==> src/rtl/bptc_pkg.sv <==
// Shared widths, constants and types of the barometric compensation core.
// Used by every module in rtl/; depends on nothing.
package bptc_pkg;

  // Field widths
  localparam int RAW_W    = 24;  // raw converter readings
  localparam int CAL_W    = 16;  // calibration words
  localparam int DT_W     = 25;  // D2 - C5*256, signed
  localparam int PROD_W   = 41;  // dT times a calibration word, signed
  localparam int DD_W     = 49;  // dT squared, signed product
  localparam int TEMP_W   = 19;  // temperature in 0.01 C, signed
  localparam int LOW_W    = 18;  // TEMP - 2000 before correction, signed
  localparam int OFF1_W   = 35;  // first-order offset, signed
  localparam int SENS1_W  = 34;  // first-order sensitivity, signed
  localparam int T2_W     = 17;  // temperature correction, unsigned
  localparam int SQ_W     = 35;  // squares of the cold deltas, unsigned
  localparam int CORR_W   = 38;  // OFF2 / SENS2, unsigned
  localparam int FIN_W    = 40;  // corrected offset / sensitivity, signed
  localparam int SPLIT_W  = 20;  // low slice of SENS for the split multiply
  localparam int PL_W     = 44;  // D1 * low slice, unsigned
  localparam int PH_W     = 45;  // D1 * high slice, signed
  localparam int WIDE_W   = 64;  // D1 * SENS, signed
  localparam int Q_W      = 43;  // D1 * SENS / 2^21, signed
  localparam int X_W      = 44;  // quotient minus offset, signed
  localparam int PRESS_W  = 27;  // pressure in Pa, signed
  localparam int IDX_W    = 3;   // configuration register index

  // Arithmetic constants
  localparam int TEMP_REF    = 2000;  // 20.00 C
  localparam int COLD_LIMIT  = 1500;  // -15.00 C is -COLD_LIMIT
  localparam int TEMP_SHIFT  = 23;
  localparam int OFF_SHIFT   = 7;
  localparam int SENS_SHIFT  = 8;
  localparam int T2_SHIFT    = 31;
  localparam int C5_SHIFT    = 8;
  localparam int C2_SHIFT    = 16;
  localparam int C1_SHIFT    = 15;
  localparam int SENS_DIV_SH = 21;    // divide by 2097152
  localparam int PRESS_SH    = 15;    // divide by 32768

  // Configuration register indexes
  typedef enum logic [IDX_W-1:0] {
    REG_PRESSURE_SENSITIVITY  = 3'd0,
    REG_PRESSURE_OFFSET       = 3'd1,
    REG_SENSITIVITY_TEMP_COEF = 3'd2,
    REG_OFFSET_TEMP_COEF      = 3'd3,
    REG_REFERENCE_TEMPERATURE = 3'd4,
    REG_TEMPERATURE_SLOPE     = 3'd5
  } cal_reg_t;

  localparam logic [IDX_W-1:0] REG_COUNT = 3'd6;

  // Calibration words as seen by the datapath
  typedef struct packed {
    logic [CAL_W-1:0] pressure_sensitivity;
    logic [CAL_W-1:0] pressure_offset;
    logic [CAL_W-1:0] sensitivity_temp_coef;
    logic [CAL_W-1:0] offset_temp_coef;
    logic [CAL_W-1:0] reference_temperature;
    logic [CAL_W-1:0] temperature_slope;
  } cal_t;

  // First-order results handed to the cold correction
  typedef struct packed {
    logic        [RAW_W-1:0]   d1;
    logic signed [TEMP_W-1:0]  temp1;
    logic signed [LOW_W-1:0]   low;
    logic signed [TEMP_W-1:0]  vlow;
    logic signed [OFF1_W-1:0]  off1;
    logic signed [SENS1_W-1:0] sens1;
    logic        [T2_W-1:0]    t2;
  } front_t;

  // Corrected values handed to the pressure stage
  typedef struct packed {
    logic        [RAW_W-1:0]  d1;
    logic signed [TEMP_W-1:0] temp;
    logic signed [FIN_W-1:0]  off;
    logic signed [FIN_W-1:0]  sens;
  } corr_t;

endpackage

==> src/rtl/bptc_press.sv <==
// Pressure: D1*SENS/2^21 - OFF, then /2^15, both truncating toward zero.
// Five pipeline stages, the last one is the output register; depends on bptc_pkg.
module bptc_press import bptc_pkg::*; (
  input  logic                     clk,
  input  logic                     rst_n,
  input  logic                     in_valid,
  output logic                     in_ready,
  input  corr_t                    in_data,
  output logic                     out_valid,
  input  logic                     out_ready,
  output logic signed [PRESS_W-1:0] out_press,
  output logic signed [TEMP_W-1:0]  out_temp
);

  logic g_v_r, h_v_r, i_v_r, j_v_r, k_v_r;
  logic rdy_g, rdy_h, rdy_i, rdy_j, rdy_k;

  // Stage G: split multiply
  logic        [PL_W-1:0]   g_pl_r, g_pl_nxt;
  logic signed [PH_W-1:0]   g_ph_r, g_ph_nxt;
  logic signed [FIN_W-1:0]  g_off_r;
  logic signed [TEMP_W-1:0] g_temp_r;

  // Stage H: full product
  logic signed [WIDE_W-1:0] h_prod_r, h_prod_nxt;
  logic signed [FIN_W-1:0]  h_off_r;
  logic signed [TEMP_W-1:0] h_temp_r;

  // Stage I: product / 2^21
  logic signed [WIDE_W-1:0] i_sum;
  logic signed [Q_W-1:0]    i_q_r;
  logic signed [FIN_W-1:0]  i_off_r;
  logic signed [TEMP_W-1:0] i_temp_r;

  // Stage J: minus offset
  logic signed [X_W-1:0]    j_x_r, j_x_nxt;
  logic signed [TEMP_W-1:0] j_temp_r;

  // Stage K: / 2^15, output register
  logic signed [X_W-1:0]     k_sum;
  logic signed [PRESS_W-1:0] k_press_r;
  logic signed [TEMP_W-1:0]  k_temp_r;

  assign rdy_k    = !k_v_r || out_ready;
  assign rdy_j    = !j_v_r || rdy_k;
  assign rdy_i    = !i_v_r || rdy_j;
  assign rdy_h    = !h_v_r || rdy_i;
  assign rdy_g    = !g_v_r || rdy_h;
  assign in_ready = rdy_g;

  always_ff @(posedge clk) begin
    if (!rst_n) begin
      g_v_r <= 1'b0;
      h_v_r <= 1'b0;
      i_v_r <= 1'b0;
      j_v_r <= 1'b0;
      k_v_r <= 1'b0;
    end else begin
      if (rdy_g) g_v_r <= in_valid;
      if (rdy_h) h_v_r <= g_v_r;
      if (rdy_i) i_v_r <= h_v_r;
      if (rdy_j) j_v_r <= i_v_r;
      if (rdy_k) k_v_r <= j_v_r;
    end
  end

  // D1 times the low and high slices of SENS
  assign g_pl_nxt = PL_W'(in_data.d1) * PL_W'(in_data.sens[SPLIT_W-1:0]);
  assign g_ph_nxt = $signed({1'b0, in_data.d1}) *
                    $signed(in_data.sens[FIN_W-1:SPLIT_W]);

  // Recombine partial products
  assign h_prod_nxt = (WIDE_W'(g_ph_r) <<< SPLIT_W) + $signed(WIDE_W'(g_pl_r));

  // Round toward zero: bias negative values before the floor shift
  assign i_sum   = h_prod_r + $signed({{(WIDE_W-SENS_DIV_SH){1'b0}},
                                       {SENS_DIV_SH{h_prod_r[WIDE_W-1]}}});
  assign j_x_nxt = X_W'(i_q_r) - X_W'(i_off_r);
  assign k_sum   = j_x_r + $signed({{(X_W-PRESS_SH){1'b0}},
                                    {PRESS_SH{j_x_r[X_W-1]}}});

  always_ff @(posedge clk) begin
    if (rdy_g && in_valid) begin
      g_pl_r   <= g_pl_nxt;
      g_ph_r   <= g_ph_nxt;
      g_off_r  <= in_data.off;
      g_temp_r <= in_data.temp;
    end
    if (rdy_h && g_v_r) begin
      h_prod_r <= h_prod_nxt;
      h_off_r  <= g_off_r;
      h_temp_r <= g_temp_r;
    end
    if (rdy_i && h_v_r) begin
      i_q_r    <= $signed(i_sum[WIDE_W-1:SENS_DIV_SH]);
      i_off_r  <= h_off_r;
      i_temp_r <= h_temp_r;
    end
    if (rdy_j && i_v_r) begin
      j_x_r    <= j_x_nxt;
      j_temp_r <= i_temp_r;
    end
    if (rdy_k && j_v_r) begin
      k_press_r <= $signed(k_sum[PRESS_SH+PRESS_W-1:PRESS_SH]);
      k_temp_r  <= j_temp_r;
    end
  end

  assign out_valid = k_v_r;
  assign out_press = k_press_r;
  assign out_temp  = k_temp_r;

`ifndef NO_ASSERTIONS
  // A result only appears behind a filled stage J
  out_src: assert property (@(posedge clk) disable iff (!rst_n)
    $rose(k_v_r) |-> $past(j_v_r))
    else $error("output valid without a source");
`endif

endmodule

==> config.mk <==
export PLATFORM = sky130hd
export DESIGN_NAME = bptc_press
export DESIGN_NICKNAME = d
export VERILOG_FILES = /design/src/rtl/bptc_pkg.sv /design/src/rtl/bptc_press.sv
export SDC_FILE = /design/constraint.sdc
export NUM_CORES = 2
export LEC_CHECK = 0
export BUFFER_PORTS_ARGS = -buffer_cell sky130_fd_sc_hd__buf_2
export CORE_UTILIZATION = 30
export DETAILED_ROUTE_END_ITERATION = 10
export PLACE_DENSITY = 0.44
export SLEW_MARGIN = 25
export SYNTH_ARGS = -nofsm -noshare
export SYNTH_HDL_FRONTEND = slang
export SYNTH_SLANG_ARGS = --single-unit
export TNS_END_PERCENT = 1
==> constraint.sdc <==
create_clock -name clk -period 23.1 [get_ports clk]
set_clock_uncertainty 0.15 [all_clocks]
set_input_delay 4.62 -clock clk [delete_from_list [all_inputs] [get_ports clk]]
set_output_delay 4.62 -clock clk [all_outputs]
set_load 0.02 [all_outputs]
* Word level (Yosys, flattened, before mapping)
Cells that the tools add are included.
Word-level totals: register bits 486, input port bits 127, word-level logic and storage cells 40
Cells by class: add/sub/neg operators 4, $mul 2, reduce and logical (&&, ||, !) cells 15
Operators with widths (count):
- $add A64 B22 Y64 | 1
- $add A64 B45 Y64 | 1
- $mul A24 B20 Y44 | 1
- $mul A25 B20 Y44 | 1
- $sub A43 B40 Y44 | 1
- $add A42 B16 Y42 | 1
- $logic_and A1 B1 Y1 | 5
- $logic_not A1 Y1 | 5
- $logic_or A1 B1 Y1 | 5

* Longest topological paths before layout
depth after elaboration 7, gate-level depth with buffers 27

* Least setup slack after synthesis
OpenSTA, ideal clock, no wires.
path kind input-to-reg, start point input port out_ready, end point register h_off_r[0] (enable), library setup time 0.793 ns, arrival 13.899 ns, path slack 8.258 ns, cell stages on the path 4, path through nor2b_1 -> and3_1 -> clkbuf_1 -> a21boi_0
Between the ends: word-level cells in the longest chain between the ends 5
Ends and longest elaborated chain:
- start: declaration | RTL line bptc_press.sv:10 | input logic out_ready,
- $logic_or A1 B1 Y1 | RTL line bptc_press.sv:44 | assign rdy_k = !k_v_r || out_ready;
- $logic_or A1 B1 Y1 | RTL line bptc_press.sv:45 | assign rdy_j = !j_v_r || rdy_k;
- $logic_or A1 B1 Y1 | RTL line bptc_press.sv:46 | assign rdy_i = !i_v_r || rdy_j;
- $logic_or A1 B1 Y1 | RTL line bptc_press.sv:47 | assign rdy_h = !h_v_r || rdy_i;
- $logic_and A1 B1 Y1 | RTL line bptc_press.sv:89 | if (rdy_h && g_v_r) begin
- end signal: assignment | RTL line bptc_press.sv:91 | h_off_r <= g_off_r;
- end: declaration | RTL line bptc_press.sv:26 | logic signed [FIN_W-1:0] h_off_r;
Every way passes these cells. A chain may end at the register's enable or synchronous reset.

* Final worst setup path
start point input port in_data[108] (netlist name), end point register g_ph_r[36] (data pin)
Between the ends: word-level cells in the longest chain between the ends 1
Ends and longest elaborated chain:
- start: declaration | RTL line bptc_press.sv:8 | input corr_t in_data,
- $mul A25 B20 Y44 | RTL line bptc_press.sv:69 | assign g_ph_nxt = $signed({1'b0, in_data.d1}) *
- net g_ph_nxt[36] | RTL line bptc_press.sv:20 | logic signed [PH_W-1:0] g_ph_r, g_ph_nxt;
- end signal: assignment | RTL line bptc_press.sv:85 | g_ph_r <= g_ph_nxt;
- end: declaration | RTL line bptc_press.sv:20
The timed path passes the listed nets, and every way through them passes these cells.

==> results.cfg <==
[run_status]
status = finished, final reports clean

[placement]
dpl.cell_count = 7261
io_buffers = 174
hpwl_um = 99800
place.gp.congestion = 0.803

[clock_network]
htree_levels = 2
cts_hold_buf = 0
clock-root-buffer = clkbuf_16
cts_setup_buffers = 0
post_cts_resized = 0
clk_pin_slew_ns = 0.07
worstSkewPairLatency_ns = 0.61
cts_sinks = 485
cts_buffer_depth = 3
cts_tree = built
cts_buffers = 51

[logic_synthesis]
async_flop_share = 0
synth_area_leader_cell = fa_1
ys.flop_type = edfxtp_1
synth_seq_cells = 485
synth-edff-count = 480
ys_seq_area_frac = 0.278
syn_area_sq_um = 52100
syn_avg_cell_area_sq_um = 10.5
synth.top_cell.area_share = 0.302
synth.distinct_cells = 76
synth_area_leaders = fa_1, edfxtp_1, ha_1
post-synth-top-count-cell = inv_1
synthesis.nets = 6295
syn_inst = 4951
yosysWarnings = 0
synth_top_cells_by_count = inv_1, fa_1, nand2_1

[setup_path]
cp_data_required_time_ns = 23.30
slowest_delay_ns = 0.57
critical-path-top-delay-family = adder cells
crit_path_end_kind = flop
critPathLaunchType = input pin
cp_num_buf_inv = 4
path_cells = buf_2 > buf_4 > and2_1 > fa_1 > fa_1 > inv_1 > fa_1 > inv_1 > fa_1 > fa_1 > fa_1 > fa_1 > ha_1 > nand2_1 > nor2_1 > o2bb2ai_1 > a211oi_1 > nand3_1 > a211o_1 > a221oi_1 > o21a_1 > o221ai_1 > xor2_1
setup.worst_path.class = input pin to flop
crit_path_top_delay_cell = fa_1
worstPathMaxFanout = 25
path_common_cell = fa_1
arrival_ns = 12.02

[routing]
drc_errors = 0
drt_iter0_markers = 1473
wire_per_inst_um = 18.1
vias = 33525
dr.pass1.iters = 4
routed_wl_um = 133000
via_per_inst = 4.56
detail-route-antenna-nets = 0

[timing]
final_max_slew_viol_count = 0
fmax_mhz = 84.6
post-route-min-period_ns = 11.82
report.final.hold_viol_count = 0
tightest_slew_ns = 0.910
relSlewSlack = 0.394
setup_violations = 0
hold_ws_ns = 0.259
setup_tns_ns = 0
rsz0062_at_grt = false
fin_crit_sh = 0.512

[finish]
stdcell_count = 7358
syn2layout_area_growth_pct = 9.79
nets = 6348
fillerInstances = 17591
layout-drive-gt1-share = 0.0634

[floorplan]
core-area_sq_um = 172000
dieWidth_um = 419
initial_utilization = 0.303
rows = 152
die-area_sq_um = 175000
die_height_um = 419
num_io_pins = 175

[global_route]
gr-usage-all-layers = 0.156
grt_pass1_vias = 36532
grt_max_degree = 148
antenna_found_initial = 12
overflow = 0
grt_first_pass_wirelength_um = 212000

[hold_path]
hp-class = flop to flop

[job]
maxCapViolCount = 0
## placed cells by master (no fill, tap or decap), types with 65 or more instances in the layout
master      n
xor2_1     70
edfxtp_1  480
nand3_1    65
fa_1      787
nand2_1   581
inv_1     910
xnor2_1   157
buf_2     174
ha_1      430
a21oi_1   138
a21o_1     95
and2_1    481
nor2_1    116
## final cells by class
cell class                 instances  area [sq um]  share of cell area
multi-input combinational       3346         33400               0.585
sequential                       485         14500               0.254
inverter                         912          3420              0.0598
tap                             2310          2890              0.0505
clock buffer                      55          1290              0.0226
timing repair buffer             208          1170              0.0205
clock inverter                    39           473             0.00827
antenna                            3          7.51            0.000131
## final timing paths
check                                  to  slack, ns  depth (start not counted)             startpoint
setup / recovery     g_ph_r[36]$_DFFE_PP_      11.28                         23           in_data[108]
hold / removal      h_off_r[14]$_DFFE_PP_       0.26                          0  g_off_r[14]$_DFFE_PP_
hold reg to reg     h_off_r[14]$_DFFE_PP_       0.26                          0  g_off_r[14]$_DFFE_PP_
setup reg to reg  out_press[25]$_DFFE_PP_      19.30                         11    j_x_r[43]$_DFFE_PP_
## state kept, by name (all words and copies together) (netlist names)
signal / cells
g_pl_r: 44
out_temp: 19
g_v_r: 1
j_v_r: 1
j_temp_r: 19
i_temp_r: 19
i_v_r: 1
i_q_r: 43
j_x_r: 43
out_press: 27
h_off_r: 40
h_v_r: 1
h_temp_r: 19
g_ph_r: 44
i_off_r: 40
g_off_r: 40
out_valid: 1
g_temp_r: 19
h_prod_r: 64
## metrics by stage
stage                util  cell area, sq um  setup slack [ns]
floorplan               -             52100              8.26
global placement    0.322             55400             10.69
detailed placement  0.322             55400             10.59
CTS                 0.332             57200             11.27
global route        0.332             57200             11.01
finish              0.332             57200             11.28
## kinds of logic (layout without fill, tap and decap cells)
| kind of cell | after synthesis | count (layout) | share of synthesized area |
|---|---|---|---|
| buf+inv | 1120 | 1214 | 0.0807 |
| flops | 485 | 485 | 0.278 |
| xor+xnor | 227 | 227 | 0.0381 |
| other cells | 0 | 3 | 0 |
| fa+ha+maj | 1217 | 1217 | 0.406 |
| mux | 2 | 2 | 0.000384 |
| simple gates | 1436 | 1436 | 0.138 |
| compound gates | 464 | 464 | 0.0592 |
## layer usage
metal	vias to the layer above	part of all wire	wire, um	global-route usage
met5	-	0.00023	30	0
met1	17123	0.49	65000	0.222
li1	15714	-	-	-
met2	542	0.46	61300	0.258
met3	142	0.029	3870	0.0124
met4	4	0.020	2700	0.0340
Power is not shown: default switching activity piles up to over one toggle a cycle in this logic, so the estimate is an artifact.
