`src/rtl/bptc_pkg.sv`:
```
// Shared widths, constants and types of the barometric compensation core.
// Used by every module in rtl/; depends on nothing.
package bptc_pkg;

  // Field widths
  localparam int RAW_W    = 24;  // raw converter readings
  localparam int CAL_W    = 16;  // calibration words
  localparam int DT_W     = 25;  // D2 - C5*256, signed
  localparam int PROD_W   = 41;  // dT times a calibration word, signed
  localparam int DD_W     = 49;  // dT squared, signed product
  localparam int TEMP_W   = 19;  // temperature in 0.01 C, signed
  localparam int LOW_W    = 18;  // TEMP - 2000 before correction, signed
  localparam int OFF1_W   = 35;  // first-order offset, signed
  localparam int SENS1_W  = 34;  // first-order sensitivity, signed
  localparam int T2_W     = 17;  // temperature correction, unsigned
  localparam int SQ_W     = 35;  // squares of the cold deltas, unsigned
  localparam int CORR_W   = 38;  // OFF2 / SENS2, unsigned
  localparam int FIN_W    = 40;  // corrected offset / sensitivity, signed
  localparam int SPLIT_W  = 20;  // low slice of SENS for the split multiply
  localparam int PL_W     = 44;  // D1 * low slice, unsigned
  localparam int PH_W     = 45;  // D1 * high slice, signed
  localparam int WIDE_W   = 64;  // D1 * SENS, signed
  localparam int Q_W      = 43;  // D1 * SENS / 2^21, signed
  localparam int X_W      = 44;  // quotient minus offset, signed
  localparam int PRESS_W  = 27;  // pressure in Pa, signed
  localparam int IDX_W    = 3;   // configuration register index

  // Arithmetic constants
  localparam int TEMP_REF    = 2000;  // 20.00 C
  localparam int COLD_LIMIT  = 1500;  // -15.00 C is -COLD_LIMIT
  localparam int TEMP_SHIFT  = 23;
  localparam int OFF_SHIFT   = 7;
  localparam int SENS_SHIFT  = 8;
  localparam int T2_SHIFT    = 31;
  localparam int C5_SHIFT    = 8;
  localparam int C2_SHIFT    = 16;
  localparam int C1_SHIFT    = 15;
  localparam int SENS_DIV_SH = 21;    // divide by 2097152
  localparam int PRESS_SH    = 15;    // divide by 32768

  // Configuration register indexes
  typedef enum logic [IDX_W-1:0] {
    REG_PRESSURE_SENSITIVITY  = 3'd0,
    REG_PRESSURE_OFFSET       = 3'd1,
    REG_SENSITIVITY_TEMP_COEF = 3'd2,
    REG_OFFSET_TEMP_COEF      = 3'd3,
    REG_REFERENCE_TEMPERATURE = 3'd4,
    REG_TEMPERATURE_SLOPE     = 3'd5
  } cal_reg_t;

  localparam logic [IDX_W-1:0] REG_COUNT = 3'd6;

  // Calibration words as seen by the datapath
  typedef struct packed {
    logic [CAL_W-1:0] pressure_sensitivity;
    logic [CAL_W-1:0] pressure_offset;
    logic [CAL_W-1:0] sensitivity_temp_coef;
    logic [CAL_W-1:0] offset_temp_coef;
    logic [CAL_W-1:0] reference_temperature;
    logic [CAL_W-1:0] temperature_slope;
  } cal_t;

  // First-order results handed to the cold correction
  typedef struct packed {
    logic        [RAW_W-1:0]   d1;
    logic signed [TEMP_W-1:0]  temp1;
    logic signed [LOW_W-1:0]   low;
    logic signed [TEMP_W-1:0]  vlow;
    logic signed [OFF1_W-1:0]  off1;
    logic signed [SENS1_W-1:0] sens1;
    logic        [T2_W-1:0]    t2;
  } front_t;

  // Corrected values handed to the pressure stage
  typedef struct packed {
    logic        [RAW_W-1:0]  d1;
    logic signed [TEMP_W-1:0] temp;
    logic signed [FIN_W-1:0]  off;
    logic signed [FIN_W-1:0]  sens;
  } corr_t;

endpackage

```
`src/rtl/bptc_front.sv`:
```
// First-order compensation: dT, the four dT products, TEMP/OFF/SENS.
// Three pipeline stages; depends on bptc_pkg.
module bptc_front import bptc_pkg::*; (
  input  logic             clk,
  input  logic             rst_n,
  input  cal_t             cal,
  input  logic             in_valid,
  output logic             in_ready,
  input  logic [RAW_W-1:0] in_d1,
  input  logic [RAW_W-1:0] in_d2,
  output logic             out_valid,
  input  logic             out_ready,
  output front_t           out_data
);

  logic a_v_r, b_v_r, c_v_r;
  logic rdy_a, rdy_b, rdy_c;

  // Stage A: dT
  logic        [RAW_W-1:0]  a_d1_r;
  logic signed [DT_W-1:0]   a_dt_r, a_dt_nxt;

  // Stage B: products
  logic        [RAW_W-1:0]  b_d1_r;
  logic signed [PROD_W-1:0] b_pt_r, b_pt_nxt;
  logic signed [PROD_W-1:0] b_poff_r, b_poff_nxt;
  logic signed [PROD_W-1:0] b_psens_r, b_psens_nxt;
  logic signed [DD_W-1:0]   b_dd_r, b_dd_nxt;

  // Stage C: first-order values
  front_t c_r, c_nxt;
  logic signed [LOW_W-1:0]      low_c;
  logic signed [OFF1_W-2:0]     off_tail;
  logic signed [SENS1_W-2:0]    sens_tail;

  // Ready chain, back to front
  assign rdy_c    = !c_v_r || out_ready;
  assign rdy_b    = !b_v_r || rdy_c;
  assign rdy_a    = !a_v_r || rdy_b;
  assign in_ready = rdy_a;

  // Valid bits
  always_ff @(posedge clk) begin
    if (!rst_n) begin
      a_v_r <= 1'b0;
      b_v_r <= 1'b0;
      c_v_r <= 1'b0;
    end else begin
      if (rdy_a) a_v_r <= in_valid;
      if (rdy_b) b_v_r <= a_v_r;
      if (rdy_c) c_v_r <= b_v_r;
    end
  end

  // dT = D2 - C5*256
  assign a_dt_nxt = $signed({1'b0, in_d2}) -
                    $signed({1'b0, cal.reference_temperature, {C5_SHIFT{1'b0}}});

  // dT products
  assign b_pt_nxt    = a_dt_r * $signed({1'b0, cal.temperature_slope});
  assign b_poff_nxt  = a_dt_r * $signed({1'b0, cal.offset_temp_coef});
  assign b_psens_nxt = a_dt_r * $signed({1'b0, cal.sensitivity_temp_coef});
  assign b_dd_nxt    = a_dt_r * a_dt_r;

  // Floor shifts are plain bit slices of the signed products
  always_comb begin
    low_c     = $signed(b_pt_r[PROD_W-1:TEMP_SHIFT]);
    off_tail  = $signed(b_poff_r[PROD_W-1:OFF_SHIFT]);
    sens_tail = $signed(b_psens_r[PROD_W-1:SENS_SHIFT]);
    c_nxt.d1    = b_d1_r;
    c_nxt.low   = low_c;
    c_nxt.temp1 = TEMP_W'(low_c) + TEMP_W'(TEMP_REF);
    c_nxt.vlow  = TEMP_W'(low_c) + TEMP_W'(TEMP_REF + COLD_LIMIT);
    c_nxt.off1  = $signed({3'b000, cal.pressure_offset, {C2_SHIFT{1'b0}}}) +
                  OFF1_W'(off_tail);
    c_nxt.sens1 = $signed({3'b000, cal.pressure_sensitivity, {C1_SHIFT{1'b0}}}) +
                  SENS1_W'(sens_tail);
    c_nxt.t2    = b_dd_r[T2_SHIFT+T2_W-1:T2_SHIFT];
  end

  // Payload registers
  always_ff @(posedge clk) begin
    if (rdy_a && in_valid) begin
      a_d1_r <= in_d1;
      a_dt_r <= a_dt_nxt;
    end
    if (rdy_b && a_v_r) begin
      b_d1_r    <= a_d1_r;
      b_pt_r    <= b_pt_nxt;
      b_poff_r  <= b_poff_nxt;
      b_psens_r <= b_psens_nxt;
      b_dd_r    <= b_dd_nxt;
    end
    if (rdy_c && b_v_r) begin
      c_r <= c_nxt;
    end
  end

  assign out_valid = c_v_r;
  assign out_data  = c_r;

`ifndef NO_ASSERTIONS
  // A held stage A keeps its dT until stage B takes it
  a_hold: assert property (@(posedge clk) disable iff (!rst_n)
    a_v_r && !rdy_b |=> a_v_r && $stable(a_dt_r))
    else $error("stage A changed while stalled");

  // The temperature delta and its cold-limit copy stay a constant apart
  c_delta: assert property (@(posedge clk) disable iff (!rst_n)
    c_v_r |-> (c_r.vlow - TEMP_W'(c_r.low)) == TEMP_W'(TEMP_REF + COLD_LIMIT))
    else $error("cold delta mismatch");
`endif

endmodule

```
`config.mk`:
```
export PLATFORM = sky130hd
export DESIGN_NAME = bptc_front
export DESIGN_NICKNAME = d
export VERILOG_FILES = /design/src/rtl/bptc_pkg.sv /design/src/rtl/bptc_front.sv
export SDC_FILE = /design/constraint.sdc
export NUM_CORES = 2
export LEC_CHECK = 0
export ABC_CLOCK_PERIOD_IN_PS = 17700
export BUFFER_PORTS_ARGS = -buffer_cell sky130_fd_sc_hd__buf_4
export CAP_MARGIN = 20
export CELL_PAD_IN_SITES_DETAIL_PLACEMENT = 2
export CELL_PAD_IN_SITES_GLOBAL_PLACEMENT = 2
export CORE_ASPECT_RATIO = 1.4
export CORE_UTILIZATION = 46
export CTS_BUF_LIST = sky130_fd_sc_hd__clkbuf_16
export CTS_CLUSTER_SIZE = 10
export DETAILED_ROUTE_END_ITERATION = 6
export PLACE_DENSITY = 0.93
export SYNTH_ARGS = -nofsm -noshare
export SYNTH_HDL_FRONTEND = slang
export SYNTH_SLANG_ARGS = --single-unit
```
`constraint.sdc`:
```
create_clock -name clk -period 17.7 [get_ports clk]
set_clock_uncertainty 0.05 [all_clocks]
set_input_delay 0.885 -clock clk [delete_from_list [all_inputs] [get_ports clk]]
set_output_delay 0.885 -clock clk [all_outputs]
set_load 0.02 [all_outputs]
```
---- Word-level counts from Yosys, hierarchy flattened ----
Cells that the tools add are included.
word-level totals
  register bits ........................... 413
  output and inout bits ................... 168
  word-level logic and storage cells ...... 35
cells by class
  $add $sub $neg .......................... 5
  multipliers ............................. 4
  reduce and logical (&&, ||, !) cells .... 9
operator list
  operator                                        number
  multiplier 25 x 17 -> 41 bit                    3
  multiplier 25 x 25 -> 48 bit                    1
  adder 33 x 34 -> 35 bit                         1
  adder 32 x 33 -> 34 bit                         1
  subtractor 24 x 24 -> 25 bit                    1
  adder 18 x 12 -> 19 bit, second input constant  1
  adder 18 x 13 -> 19 bit, second input constant  1
  logical AND 1 bit                               3
  zero test 1 bit                                 3
  logical OR 1 bit                                3

---- Longest topological paths before layout ----
  depth after elaboration ................. 5
  depth in mapped cells ................... 28
  mapped depth without buffers ............ 26

---- Worst setup path after synthesis ----
OpenSTA, ideal clock, no wires.
  kind .................................... input port to flip-flop
  start point ............................. in out_ready
  end point ............................... reg b_d1_r[0] (enable)
  arrival ................................. 10083 ps
  data required time ...................... 16846 ps
  setup slack ............................. 6763 ps
  stages on the path ...................... 2
  path through ............................ nor2b_1 -> a21boi_0
between the ends
  word-level cells in the longest chain between the ends .. 3
ends and longest elaborated chain
  item                  RTL line          RTL
  from (decl)           bptc_front.sv:12  input logic out_ready,
  logical OR 1 bit      bptc_front.sv:37  assign rdy_c = !c_v_r || out_ready;
  logical OR 1 bit      bptc_front.sv:38  assign rdy_b = !b_v_r || rdy_c;
  logical AND 1 bit     bptc_front.sv:87  if (rdy_b && a_v_r) begin
  to (signal assigned)  bptc_front.sv:88  b_d1_r <= a_d1_r;
  to (decl)             bptc_front.sv:24  logic [RAW_W-1:0] b_d1_r;
No other way between the ends.
A chain may end at the register's enable or synchronous reset.

---- Worst setup path after layout ----
  start point ............................. reg a_dt_r[4]
  end point ............................... reg b_dd_r[47] (data pin)
between the ends
  word-level cells in the longest chain between the ends .. 1
ends and longest elaborated chain
  item                          RTL line          RTL
  from (decl)                   bptc_front.sv:21  logic signed [DT_W-1:0] a_dt_r, a_dt_nxt;
  from (signal assigned)        bptc_front.sv:85  a_dt_r <= a_dt_nxt;
  multiplier 25 x 25 -> 48 bit  bptc_front.sv:63  assign b_dd_nxt = a_dt_r * a_dt_r;
  named net b_dd_nxt[47]        bptc_front.sv:28  logic signed [DD_W-1:0] b_dd_r, b_dd_nxt;
  to (signal assigned)          bptc_front.sv:92  b_dd_r <= b_dd_nxt;
  to (decl)                     bptc_front.sv:28
The timed path passes the listed nets, and every way through them passes these cells.

==> reports/results.ini <==
[floorplanning]
coreArea_mm2 = 0.157
die_w_um = 339
die-area_mm2 = 0.161
initial_core_util_pct = 46.5
ios = 316
num_rows = 172
die_h_um = 474

[final_layout]
multi_input_area_mm2 = 0.0542
area_delta_synth_final_pct = 7.66
regArea_mm2 = 0.0101
nFillCells = 16200
final_cell_area_mm2 = 0.0787
final_layout_size_suffix_gt1_share_pct = 6.06
fin_nets = 9825

[drt]
wl_met2_mm = 181
highest_layer = met5
wl_met1_mm = 113
drt-total-wl_mm = 379
drtAntennaViolNets = 0
drt_iter0_markers = 5647
drc = 11
viasPerCell = 6.24
vias = 59700
route.met3.wl_mm = 37.6
routedWlPerCell_um = 39.6
drt_first_pass_iters = 7

[setup_path]
startpoint = a_dt_r[4]
critical_path_class = reg2reg
critPathMaxStageDelay_ps = 1070
crit_path_start_kind = flip-flop
cp_common_cell = fa_1
cp.arrival_ps = 12190
cp_slowest_cell = nor2_1
crit_path_end_kind = flip-flop
crit_chain = buf_4 > buf_4 > clkinv_1 > nor2_1 > fa_1 > fa_1 > fa_1 > fa_1 > fa_1 > fa_1 > inv_1 > fa_1 > inv_1 > ha_1 > nand3_1 > nor3_1 > o2111ai_1 > o22ai_1 > a31oi_1 > a31o_2 > a211oi_1 > or3_1 > nand3_1
path_max_fanout = 38
r2r-start = a_dt_r[4]
crit_required_ps = 18040

[timing]
min_period_ps = 11850
hold_ws_ps = 277
fin_crit_sh_pct = 66.9
setup_violations = 0
rsz0062_at_grt = no
drv_slew = 0
fmax_ghz = 0.0844
tightestPinTransition_ps = 1230
final_hold_viol_count = 0
slew-limit-headroom_pct = 18.3
setup_slack_ps = 5850
setup-tns-final_ps = 0

[yosys]
synth_cell_types = 72
synthSimpleGateAreaFrac_pct = 12.3
synthesis.area_mm2 = 0.0731
synth.net_count = 9729
synth_top_family_by_area = adder cells
synthAdderAreaFrac_pct = 56.2
avgSynthCellArea_um2 = 9.95
ys_top_cells_by_count = 2017 x inv_1, 1745 x fa_1, 968 x nand2_1, 584 x and2_1, 490 x ha_1
yosysWarnings = 0
synth_largest_area_cell = fa_1
synthMuxAreaShare_pct = 0.0274
synthFlopType = edfxtp_1
ys_top_cells_by_area = fa_1 48%, edfxtp_1 14%, inv_1 10%
synth_compound_area_share_pct = 3.20
synth_top_area_share_pct = 47.8
synth_edf_count = 335
syn_inst = 7346
synth_xor_area_share_pct = 2.41
synth_seq_cells = 338
async_flop_share_pct = 0
synth_seq_area_share_pct = 13.8
yosysMostFrequentCell = inv_1

[clock_tree]
cts-hold-fix-buffers = 0
ctsLongestPathBuffers = 3
insertion_delay_ps = 740
cts.sinks = 338
postCtsSetupBuffers = 0
clk_pin_slew_worst_paths_ps = 70
cts_made_buffers = 45
htreeDepth = 2
root_buffer = clkbuf_16
cts_tree = yes
cts-resized-gates = 0

[outcome]
outcome = finished, violations left
violations = design-rule violations

[global_route]
overflow = 0
grt_pass1_wl_mm = 545
grt_pass1_vias = 73900
antenna_found_initial = 27
grt_use_total_pct = 48.5
grt_max_degree = 127

[placed_design]
place_area_mm2 = 0.0773
dp_slack_ps = 8320
place_congestion = 0.870
io_buffers = 315
dp_hpwl_mm = 252

[worst_hold_path]
hold_path_class = in2reg
min-delay-start = in_d2[1]

[job]
drv_cap = 0

[logic make-up after synthesis]
kind of cell,Yosys count
flops,338
fa+ha+maj,2235
xor+xnor,201
mux,2
buf+inv,2340
compound gates,337
simple gates,1893
[metal layers]
metal  vias up  global-route usage [%]
met4        22                    49.5
met2      4784                    78.5
li1      21500                       -
met1     30700                    46.6
met3      2721                    17.7
met5         -                   0.423
[final timing paths]
| kind | to | slack [ps] | cells past startpoint |
|---|---|---|---|
| max | b_dd_r[47] | 5850 | 23 |
| min | a_dt_r[1] | 280 | 1 |
| max reg2reg | b_dd_r[47] | 5850 | 23 |
| min reg2reg | b_d1_r[6] | 350 | 0 |
[worst max-delay path, delay by kind of cell, from the launching register on]
family	cells	cell delay (ps)
AOI/OAI and AO/OA	5	1470
adders and majority gates	8	5490
buffers and inverters	5	1990
DFF	1	340
and+or+nand+nor	5	2090
[sequential cells by signal, summed over array words and instances, names as in the netlist]
name       count
out_data     160
b_poff_r      34
b_psens_r     33
a_dt_r        25
a_d1_r        24
b_d1_r        24
b_pt_r        18
b_dd_r        17
a_v_r          1
b_v_r          1
out_valid      1
[per-stage QoR]
stage	cells	utilization [%]
final	9571	50.0
after global routing	9560	50.0
after CTS	9555	50.0
after detailed placement	9480	49.1
after global placement	9480	49.1
after floorplan	7346	-
[layout make-up]
class | instances | share of cell area (%)
antenna | 13 | 0.0413
clock buffer | 45 | 1.43
clock inverter | 30 | 0.267
inverter | 2019 | 9.63
multi-input combinational | 4668 | 68.9
sequential | 338 | 12.9
tap | 2088 | 3.32
timing repair buffer | 370 | 3.58
[placed cells by master (no fill, tap or decap), types with 8 or more instances in the layout]
cell type  count
clkbuf_16     45
nor2b_1       37
or3_1         13
ha_1         490
o21a_1        29
a211oi_1      22
a31oi_1       10
o31ai_1        8
fa_1        1745
a211o_1        9
a21oi_1       75
nor3_1        34
nand3_1       41
edfxtp_1     335
nand4_1       14
buf_4        364
nand2b_1      15
and2_1       584
and3_1        23
a21boi_0      14
diode_2       13
xnor2_1      147
a21o_1        41
nor2_1       148
o21ai_0       51
o211ai_1       9
inv_1       2029
nand2_1      968
o21bai_1      13
xor2_1        54
Power is left out: the tool's default activity adds up to more than one toggle a clock period on the data nets, which glitch-free logic cannot reach.
