## src/rtl/bptc_pkg.sv

```systemverilog
// Shared widths, constants and types of the barometric compensation core.
// Used by every module in rtl/; depends on nothing.
package bptc_pkg;

  // Field widths
  localparam int RAW_W    = 24;  // raw converter readings
  localparam int CAL_W    = 16;  // calibration words
  localparam int DT_W     = 25;  // D2 - C5*256, signed
  localparam int PROD_W   = 41;  // dT times a calibration word, signed
  localparam int DD_W     = 49;  // dT squared, signed product
  localparam int TEMP_W   = 19;  // temperature in 0.01 C, signed
  localparam int LOW_W    = 18;  // TEMP - 2000 before correction, signed
  localparam int OFF1_W   = 35;  // first-order offset, signed
  localparam int SENS1_W  = 34;  // first-order sensitivity, signed
  localparam int T2_W     = 17;  // temperature correction, unsigned
  localparam int SQ_W     = 35;  // squares of the cold deltas, unsigned
  localparam int CORR_W   = 38;  // OFF2 / SENS2, unsigned
  localparam int FIN_W    = 40;  // corrected offset / sensitivity, signed
  localparam int SPLIT_W  = 20;  // low slice of SENS for the split multiply
  localparam int PL_W     = 44;  // D1 * low slice, unsigned
  localparam int PH_W     = 45;  // D1 * high slice, signed
  localparam int WIDE_W   = 64;  // D1 * SENS, signed
  localparam int Q_W      = 43;  // D1 * SENS / 2^21, signed
  localparam int X_W      = 44;  // quotient minus offset, signed
  localparam int PRESS_W  = 27;  // pressure in Pa, signed
  localparam int IDX_W    = 3;   // configuration register index

  // Arithmetic constants
  localparam int TEMP_REF    = 2000;  // 20.00 C
  localparam int COLD_LIMIT  = 1500;  // -15.00 C is -COLD_LIMIT
  localparam int TEMP_SHIFT  = 23;
  localparam int OFF_SHIFT   = 7;
  localparam int SENS_SHIFT  = 8;
  localparam int T2_SHIFT    = 31;
  localparam int C5_SHIFT    = 8;
  localparam int C2_SHIFT    = 16;
  localparam int C1_SHIFT    = 15;
  localparam int SENS_DIV_SH = 21;    // divide by 2097152
  localparam int PRESS_SH    = 15;    // divide by 32768

  // Configuration register indexes
  typedef enum logic [IDX_W-1:0] {
    REG_PRESSURE_SENSITIVITY  = 3'd0,
    REG_PRESSURE_OFFSET       = 3'd1,
    REG_SENSITIVITY_TEMP_COEF = 3'd2,
    REG_OFFSET_TEMP_COEF      = 3'd3,
    REG_REFERENCE_TEMPERATURE = 3'd4,
    REG_TEMPERATURE_SLOPE     = 3'd5
  } cal_reg_t;

  localparam logic [IDX_W-1:0] REG_COUNT = 3'd6;

  // Calibration words as seen by the datapath
  typedef struct packed {
    logic [CAL_W-1:0] pressure_sensitivity;
    logic [CAL_W-1:0] pressure_offset;
    logic [CAL_W-1:0] sensitivity_temp_coef;
    logic [CAL_W-1:0] offset_temp_coef;
    logic [CAL_W-1:0] reference_temperature;
    logic [CAL_W-1:0] temperature_slope;
  } cal_t;

  // First-order results handed to the cold correction
  typedef struct packed {
    logic        [RAW_W-1:0]   d1;
    logic signed [TEMP_W-1:0]  temp1;
    logic signed [LOW_W-1:0]   low;
    logic signed [TEMP_W-1:0]  vlow;
    logic signed [OFF1_W-1:0]  off1;
    logic signed [SENS1_W-1:0] sens1;
    logic        [T2_W-1:0]    t2;
  } front_t;

  // Corrected values handed to the pressure stage
  typedef struct packed {
    logic        [RAW_W-1:0]  d1;
    logic signed [TEMP_W-1:0] temp;
    logic signed [FIN_W-1:0]  off;
    logic signed [FIN_W-1:0]  sens;
  } corr_t;

endpackage

```

## src/rtl/bptc_corr.sv

```systemverilog
// Second-order (cold) correction of TEMP, OFF and SENS.
// Three pipeline stages; depends on bptc_pkg.
module bptc_corr import bptc_pkg::*; (
  input  logic   clk,
  input  logic   rst_n,
  input  logic   in_valid,
  output logic   in_ready,
  input  front_t in_data,
  output logic   out_valid,
  input  logic   out_ready,
  output corr_t  out_data
);

  logic d_v_r, e_v_r, f_v_r;
  logic rdy_d, rdy_e, rdy_f;

  // Stage D: squares
  logic        [RAW_W-1:0]   d_d1_r;
  logic signed [TEMP_W-1:0]  d_temp1_r;
  logic signed [OFF1_W-1:0]  d_off1_r;
  logic signed [SENS1_W-1:0] d_sens1_r;
  logic        [T2_W-1:0]    d_t2_r;
  logic                      d_cold_r, d_vcold_r;
  logic signed [2*LOW_W-1:0] sq_low_nxt;
  logic signed [2*TEMP_W-1:0] sq_vlow_nxt;
  logic        [SQ_W-1:0]    d_sq_r, d_sqv_r;

  // Stage E: correction terms
  logic        [RAW_W-1:0]   e_d1_r;
  logic signed [TEMP_W-1:0]  e_temp_r, e_temp_nxt;
  logic signed [OFF1_W-1:0]  e_off1_r;
  logic signed [SENS1_W-1:0] e_sens1_r;
  logic        [CORR_W-1:0]  e_off2_r, e_off2_nxt;
  logic        [CORR_W-1:0]  e_sens2_r, e_sens2_nxt;
  logic        [SQ_W+1:0]    five_sq;
  logic        [CORR_W-1:0]  seven_sqv, eleven_sqv;

  // Stage F: corrected values
  corr_t f_r, f_nxt;

  assign rdy_f    = !f_v_r || out_ready;
  assign rdy_e    = !e_v_r || rdy_f;
  assign rdy_d    = !d_v_r || rdy_e;
  assign in_ready = rdy_d;

  always_ff @(posedge clk) begin
    if (!rst_n) begin
      d_v_r <= 1'b0;
      e_v_r <= 1'b0;
      f_v_r <= 1'b0;
    end else begin
      if (rdy_d) d_v_r <= in_valid;
      if (rdy_e) e_v_r <= d_v_r;
      if (rdy_f) f_v_r <= e_v_r;
    end
  end

  // Squares of (TEMP-2000) and (TEMP+1500)
  assign sq_low_nxt  = in_data.low * in_data.low;
  assign sq_vlow_nxt = in_data.vlow * in_data.vlow;

  // 5*q/2, 5*q/4, 7*v, 11*v/2 by shifts, adds and one subtract; all terms are non-negative
  always_comb begin
    five_sq    = {d_sq_r, 2'b00} + {2'b00, d_sq_r};
    seven_sqv  = {d_sqv_r, 3'b000} - {3'b000, d_sqv_r};
    eleven_sqv = {d_sqv_r, 3'b000} + {2'b00, d_sqv_r, 1'b0} + {3'b000, d_sqv_r};
    e_off2_nxt  = '0;
    e_sens2_nxt = '0;
    e_temp_nxt  = d_temp1_r;
    if (d_cold_r) begin
      e_off2_nxt  = {2'b00, five_sq[SQ_W+1:1]};
      e_sens2_nxt = {3'b000, five_sq[SQ_W+1:2]};
      e_temp_nxt  = d_temp1_r - $signed({2'b00, d_t2_r});
      if (d_vcold_r) begin
        e_off2_nxt  = e_off2_nxt + seven_sqv;
        e_sens2_nxt = e_sens2_nxt + {1'b0, eleven_sqv[CORR_W-1:1]};
      end
    end
  end

  // OFF -= OFF2, SENS -= SENS2
  always_comb begin
    f_nxt.d1   = e_d1_r;
    f_nxt.temp = e_temp_r;
    f_nxt.off  = FIN_W'(e_off1_r) - $signed({2'b00, e_off2_r});
    f_nxt.sens = FIN_W'(e_sens1_r) - $signed({2'b00, e_sens2_r});
  end

  always_ff @(posedge clk) begin
    if (rdy_d && in_valid) begin
      d_d1_r    <= in_data.d1;
      d_temp1_r <= in_data.temp1;
      d_off1_r  <= in_data.off1;
      d_sens1_r <= in_data.sens1;
      d_t2_r    <= in_data.t2;
      d_cold_r  <= in_data.low[LOW_W-1];
      d_vcold_r <= in_data.vlow[TEMP_W-1];
      d_sq_r    <= sq_low_nxt[SQ_W-1:0];
      d_sqv_r   <= sq_vlow_nxt[SQ_W-1:0];
    end
    if (rdy_e && d_v_r) begin
      e_d1_r    <= d_d1_r;
      e_temp_r  <= e_temp_nxt;
      e_off1_r  <= d_off1_r;
      e_sens1_r <= d_sens1_r;
      e_off2_r  <= e_off2_nxt;
      e_sens2_r <= e_sens2_nxt;
    end
    if (rdy_f && e_v_r) begin
      f_r <= f_nxt;
    end
  end

  assign out_valid = f_v_r;
  assign out_data  = f_r;

`ifndef NO_ASSERTIONS
  // The offset correction never falls below the sensitivity correction
  corr_order: assert property (@(posedge clk) disable iff (!rst_n)
    e_v_r |-> e_off2_r >= e_sens2_r)
    else $error("OFF2 below SENS2");
`endif

endmodule

```

## config.mk

```make
export PLATFORM = sky130hd
export DESIGN_NAME = bptc_corr
export DESIGN_NICKNAME = d
export VERILOG_FILES = /design/src/rtl/bptc_pkg.sv /design/src/rtl/bptc_corr.sv
export SDC_FILE = /design/constraint.sdc
export NUM_CORES = 2
export LEC_CHECK = 0
export ABC_AREA = 1
export BUFFER_PORTS_ARGS = -buffer_cell sky130_fd_sc_hd__buf_2
export CORE_ASPECT_RATIO = 1.4
export CORE_MARGIN = 5
export CORE_UTILIZATION = 45
export DETAILED_ROUTE_END_ITERATION = 10
export PLACE_DENSITY = 0.7
export SLEW_MARGIN = 0
export SYNTH_ARGS = -nofsm -noshare
export SYNTH_HDL_FRONTEND = slang
export SYNTH_SLANG_ARGS = --single-unit
```

## constraint.sdc

```tcl
create_clock -name clk -period 6.8 [get_ports clk]
set_clock_uncertainty 0.1 [all_clocks]
set_input_delay 0.34 -clock clk [delete_from_list [all_inputs] [get_ports clk]]
set_output_delay 0.34 -clock clk [all_outputs]
set_load 0.02 [all_outputs]
```

======== Word level (Yosys, flattened, before mapping) ========
Index checks and enable logic that the tools add are counted.
operators by class
  multiply operators ...................... 2
  reduce and logical (&&, ||, !) cells .... 10
  multiplexer cells ....................... 3
  add/sub/neg operators ................... 9
operator list
  kind                                            count
  34-bit by 39-bit subtractor with 40-bit output  1
  35-bit by 39-bit subtractor with 40-bit output  1
  35-bit by 37-bit adder with 38-bit output       1
  36-bit by 38-bit adder with 38-bit output       1
  38-bit by 35-bit adder with 38-bit output       1
  38-bit by 36-bit adder with 38-bit output       1
  38-bit by 35-bit subtractor with 38-bit output  1
  37-bit by 35-bit adder with 37-bit output       1
  36-bit 2-to-1 mux                               1
  18-bit by 18-bit multiplier with 35-bit output  1
  19-bit by 19-bit multiplier with 35-bit output  1
  35-bit 2-to-1 mux                               1
  19-bit 2-to-1 mux                               1
  19-bit by 18-bit subtractor with 19-bit output  1
  1-bit logical AND                               3
  1-bit zero test                                 3
  1-bit logical OR                                3
  2-bit AND reduction                             1
storage, ports and cells
  flip-flop bits (word level) ............. 515
  input bits .............................. 170

======== Depth between registers and ports, before layout ========
  depth in word-level cells ............... 5
  depth in mapped cells ................... 29
  mapped depth without buffers ............ 29

======== Worst setup path after synthesis ========
OpenSTA, ideal clock, no wires.
  path type ............................... reg-to-reg
  start ................................... register f_v_r, in the netlist out_valid
  end ..................................... register f_r, in the netlist out_data[0], enable pin
  buffers on the path ..................... 0
  data arrival time ....................... 6.355 ns
  clock period less this slack ............ 7.101 ns
  library setup time ...................... 0.646 ns
  path slack .............................. -0.301 ns
  cell stages (with the launch flop) ...... 2
  cells stage by stage .................... dfxtp_1 -> a21oi_1
on the way
  cells in the longest elaborated chain, start to end .. 3
ends and longest elaborated chain
  element                 line              source
  from (decl)             bptc_corr.sv:14   logic d_v_r, e_v_r, f_v_r;
  from (signal assigned)  bptc_corr.sv:54   if (rdy_f) f_v_r <= e_v_r;
  1-bit zero test         bptc_corr.sv:41   assign rdy_f = !f_v_r || out_ready;
  1-bit logical OR        bptc_corr.sv:41
  1-bit logical AND       bptc_corr.sv:109  if (rdy_f && e_v_r) begin
  to (signal assigned)    bptc_corr.sv:110  f_r <= f_nxt;
  to (decl)               bptc_corr.sv:39   corr_t f_r, f_nxt;
No other way between the ends.
A chain may end at the register's enable or synchronous reset.

======== Worst setup path after layout ========
  start ................................... input in_data[122] (netlist bit)
  end ..................................... register d_sq_r[23], data pin
on the way
  cells in the longest elaborated chain, start to end .. 1
ends and longest elaborated chain
  element                                         line             source
  from (decl)                                     bptc_corr.sv:8   input front_t in_data,
  18-bit by 18-bit multiplier with 35-bit output  bptc_corr.sv:59  assign sq_low_nxt = in_data.low * in_data.low;
  named net sq_low_nxt[23]                        bptc_corr.sv:24  logic signed [2*LOW_W-1:0] sq_low_nxt;
  to (signal assigned)                            bptc_corr.sv:98  d_sq_r <= sq_low_nxt[SQ_W-1:0];
  to (decl)                                       bptc_corr.sv:26  logic [SQ_W-1:0] d_sq_r, d_sqv_r;
The timed path passes the listed nets, and every way through them passes these cells.

==> results.toml <==
[logic_synthesis]
yosys.area.top_type_share = 0.2710
syn_nets = 7851
syn_area_per_cell_sq_um = 8.616
synthFlopType = "edfxtp_1"
ys_warn_count = 0
synth.area.top_cells = "edfxtp_1 27%, fa_1 24%, inv_1 10%, ha_1 10%, nand2_1 8.7%"
yosysSeqAreaShare = 0.2721
ys_seq_elements = 513
synth.distinct_cells = 61
synthSimpleGateAreaFrac = 0.1614
synth_top_cell_by_area = "edfxtp_1"
synth_top_family_by_area = "adder cells"
syn_inst = 6558
synth_fa_ha_area_frac = 0.3376
syn-cell-area_sq_mm = 0.05650
synth_most_common_cell = "inv_1"
synth_compound_area_frac = 0.08419
synth_commonest_cells = "1529 x inv_1, 1309 x nand2_1, 669 x fa_1"
synthArstFlopShare = 0
synthMuxAreaShare = 0
synth_enable_flop_cells = 510
synth_xor_area_frac = 0.03623

[route]
drcViolationCount = 0
route.detailed.wl_per_inst_microns = 19.48
first_pass_iters = 8
first_iter_violations = 2832
vias_per_cell = 5.221
antenna_left = 0
totalWireLength_mm = 168.3
vias = 45100

[clock_network]
clk_path_buf_depth = 3
cts.sinks = 513
htree_num_levels = 2
cts-buffers-inserted = 47
cts_tree = "built"
cts_resized = 0
clkLatencyLatePin_ps = 630
clk_pin_slew_ps = 70
cts_root_buffer = "clkbuf_16"

[placed_design]
gp_routability_congestion = 1.032
placed_cell_area_sq_mm = 0.05993
hpwl_mm = 141.5
io_buffers = 294

[floorplan]
die_w_microns = 309.5
fp-row-count = 153
start_util = 0.4541
die_y_microns = 429.3
core_sq_mm = 0.1244
dieArea_sq_mm = 0.1328
top_level_ports = 295

[layout]
multi_input_area_sq_mm = 0.03501
num-fill-cells = 11690
drive_gt1_frac = 0.06935
final_util = 0.5047
ff_latch_area_sq_mm = 0.01537
final_nets = 8263
syn_to_final_growth_pct = 11.15
stdcell_area_sq_mm = 0.06280

[grt]
grt_pass1_vias = 48630
antenna_found_initial = 3
grt_overflow = 0
grt_pass1_wl_mm = 261.1
grt_usage = 0.2511
grt_max_degree = 101

[sta]
rsz0062_at_grt = "no"
timing.final.crit_share = 0.8673
tns_ps = 0
maxSlewHeadroom = 0.2826
clock.fmax_mhz = 169.6
drv_slew = 0
hold_ws_ps = 87.49
finalHoldViolCount = 0
tightest_slew_ps = 1072
fin_crit_ps = 5898
finalSetupViolCount = 0

[critical_path]
cp_slowest_cell = "nor4_1"
critPathBufInv = 6
cp-start-kind = "input port"
cp.required_ps = 7050
end_kind = "flop"
worstPathArrival_ps = 6150
crit_path_frequent_cell = "fa_1"
critPathTopFamily = "adder cells"
critPathMaxFanout = 22
crit_path_max_incr_delay_ps = 710
crit_type = "in2reg"
path_cells = "buf_2, nand2_1, inv_1, fa_1, inv_1, fa_1, inv_1, fa_1, inv_1, fa_1, fa_1, fa_1, inv_1, ha_1, nand2_1, nor4_1, nand3_1, o211ai_1, xor2_1"

[status]
status = "complete, no violations"

[run]
cap_violations = 0

[hold_path]
hp-class = "in2reg"
-- kinds of logic (layout without fill, tap and decap cells) --
group,count (synthesis),count (layout)
other,1,4
buffers and inverters,1631,2081
AOI/OAI and AO/OA,849,849
adders and majority gates,1123,1123
and+or+nand+nor,2209,2209
xor gates and xnor gates,232,232
DFF,513,513
-- per-layer routing --
layer / vias to the layer above / wire, microns / GRT usage
met4: 0 / 13740 / 0.1645
li1: 21400 / - / -
met5: - / 0 / 0
met3: 526 / 7684 / 0.02239
met1: 21690 / 59490 / 0.2702
met2: 1492 / 87370 / 0.4658
-- metrics by stage --
step	cells	worst slack, ps
2_1_floorplan	6558	493.7
3_3_place_gp	8416	364.6
3_5_place_dp	8416	301.9
4_1_cts	8635	963.2
5_1_grt	8638	594.9
6_report	8638	902.3
-- area by class of cell --
class | count | share of cell area
clock inverter | 29 | 0.004443
inverter | 1533 | 0.09187
sequential | 513 | 0.2448
tap | 1627 | 0.03241
multi-input combinational | 4414 | 0.5575
clock buffer | 58 | 0.02020
timing repair buffer | 461 | 0.04865
antenna | 3 | 0.0001195
-- path summary, 6_finish.rpt --
path / slack (ps) / to / cells after the start / start
worst max-delay path: 900 / d_sq_r[23] / 19 / in_data[122]
worst min-delay path: 90 / d_vcold_r / 1 / in_data[104]
worst max register to register: 1310 / e_sens2_r[37] / 20 / d_sqv_r[6]
worst min register to register: 310 / e_off1_r[10] / 0 / d_off1_r[10]
-- cells in the final DEF (no fill, tap or decap), types with 224 or more instances in the layout --
| master | Yosys | final |
|---|---|---|
| ha_1 | 454 | 454 |
| edfxtp_1 | 510 | 510 |
| nor2_1 | 469 | 469 |
| fa_1 | 669 | 669 |
| nand2_1 | 1309 | 1309 |
| a21oi_1 | 412 | 411 |
| o21ai_0 | 227 | 227 |
| inv_1 | 1529 | 1525 |
| buf_2 | 4 | 294 |
| nand3_1 | 224 | 224 |
-- what timing repair did --
item | CTS | global route
buffers inserted | 0 | 0
hold buffers | 132 | 0
endpoints found under the hold margin | 132 | 0
-- registers in the layout, summed over array words and instances (netlist names) --
name and count:
d_d1_r 24, e_temp_r 19, d_cold_r 1, e_off1_r 35
out_data 123, e_off2_r 38, e_sens1_r 34, d_off1_r 35
e_v_r 1, d_vcold_r 1, d_sq_r 34, d_sqv_r 34
d_v_r 1, e_d1_r 24, d_sens1_r 34, d_temp1_r 19
e_sens2_r 38, out_valid 1, d_t2_r 17
Power is left out: the tool's default activity adds up to more than one toggle a clock period on the data nets, which glitch-free logic cannot reach.
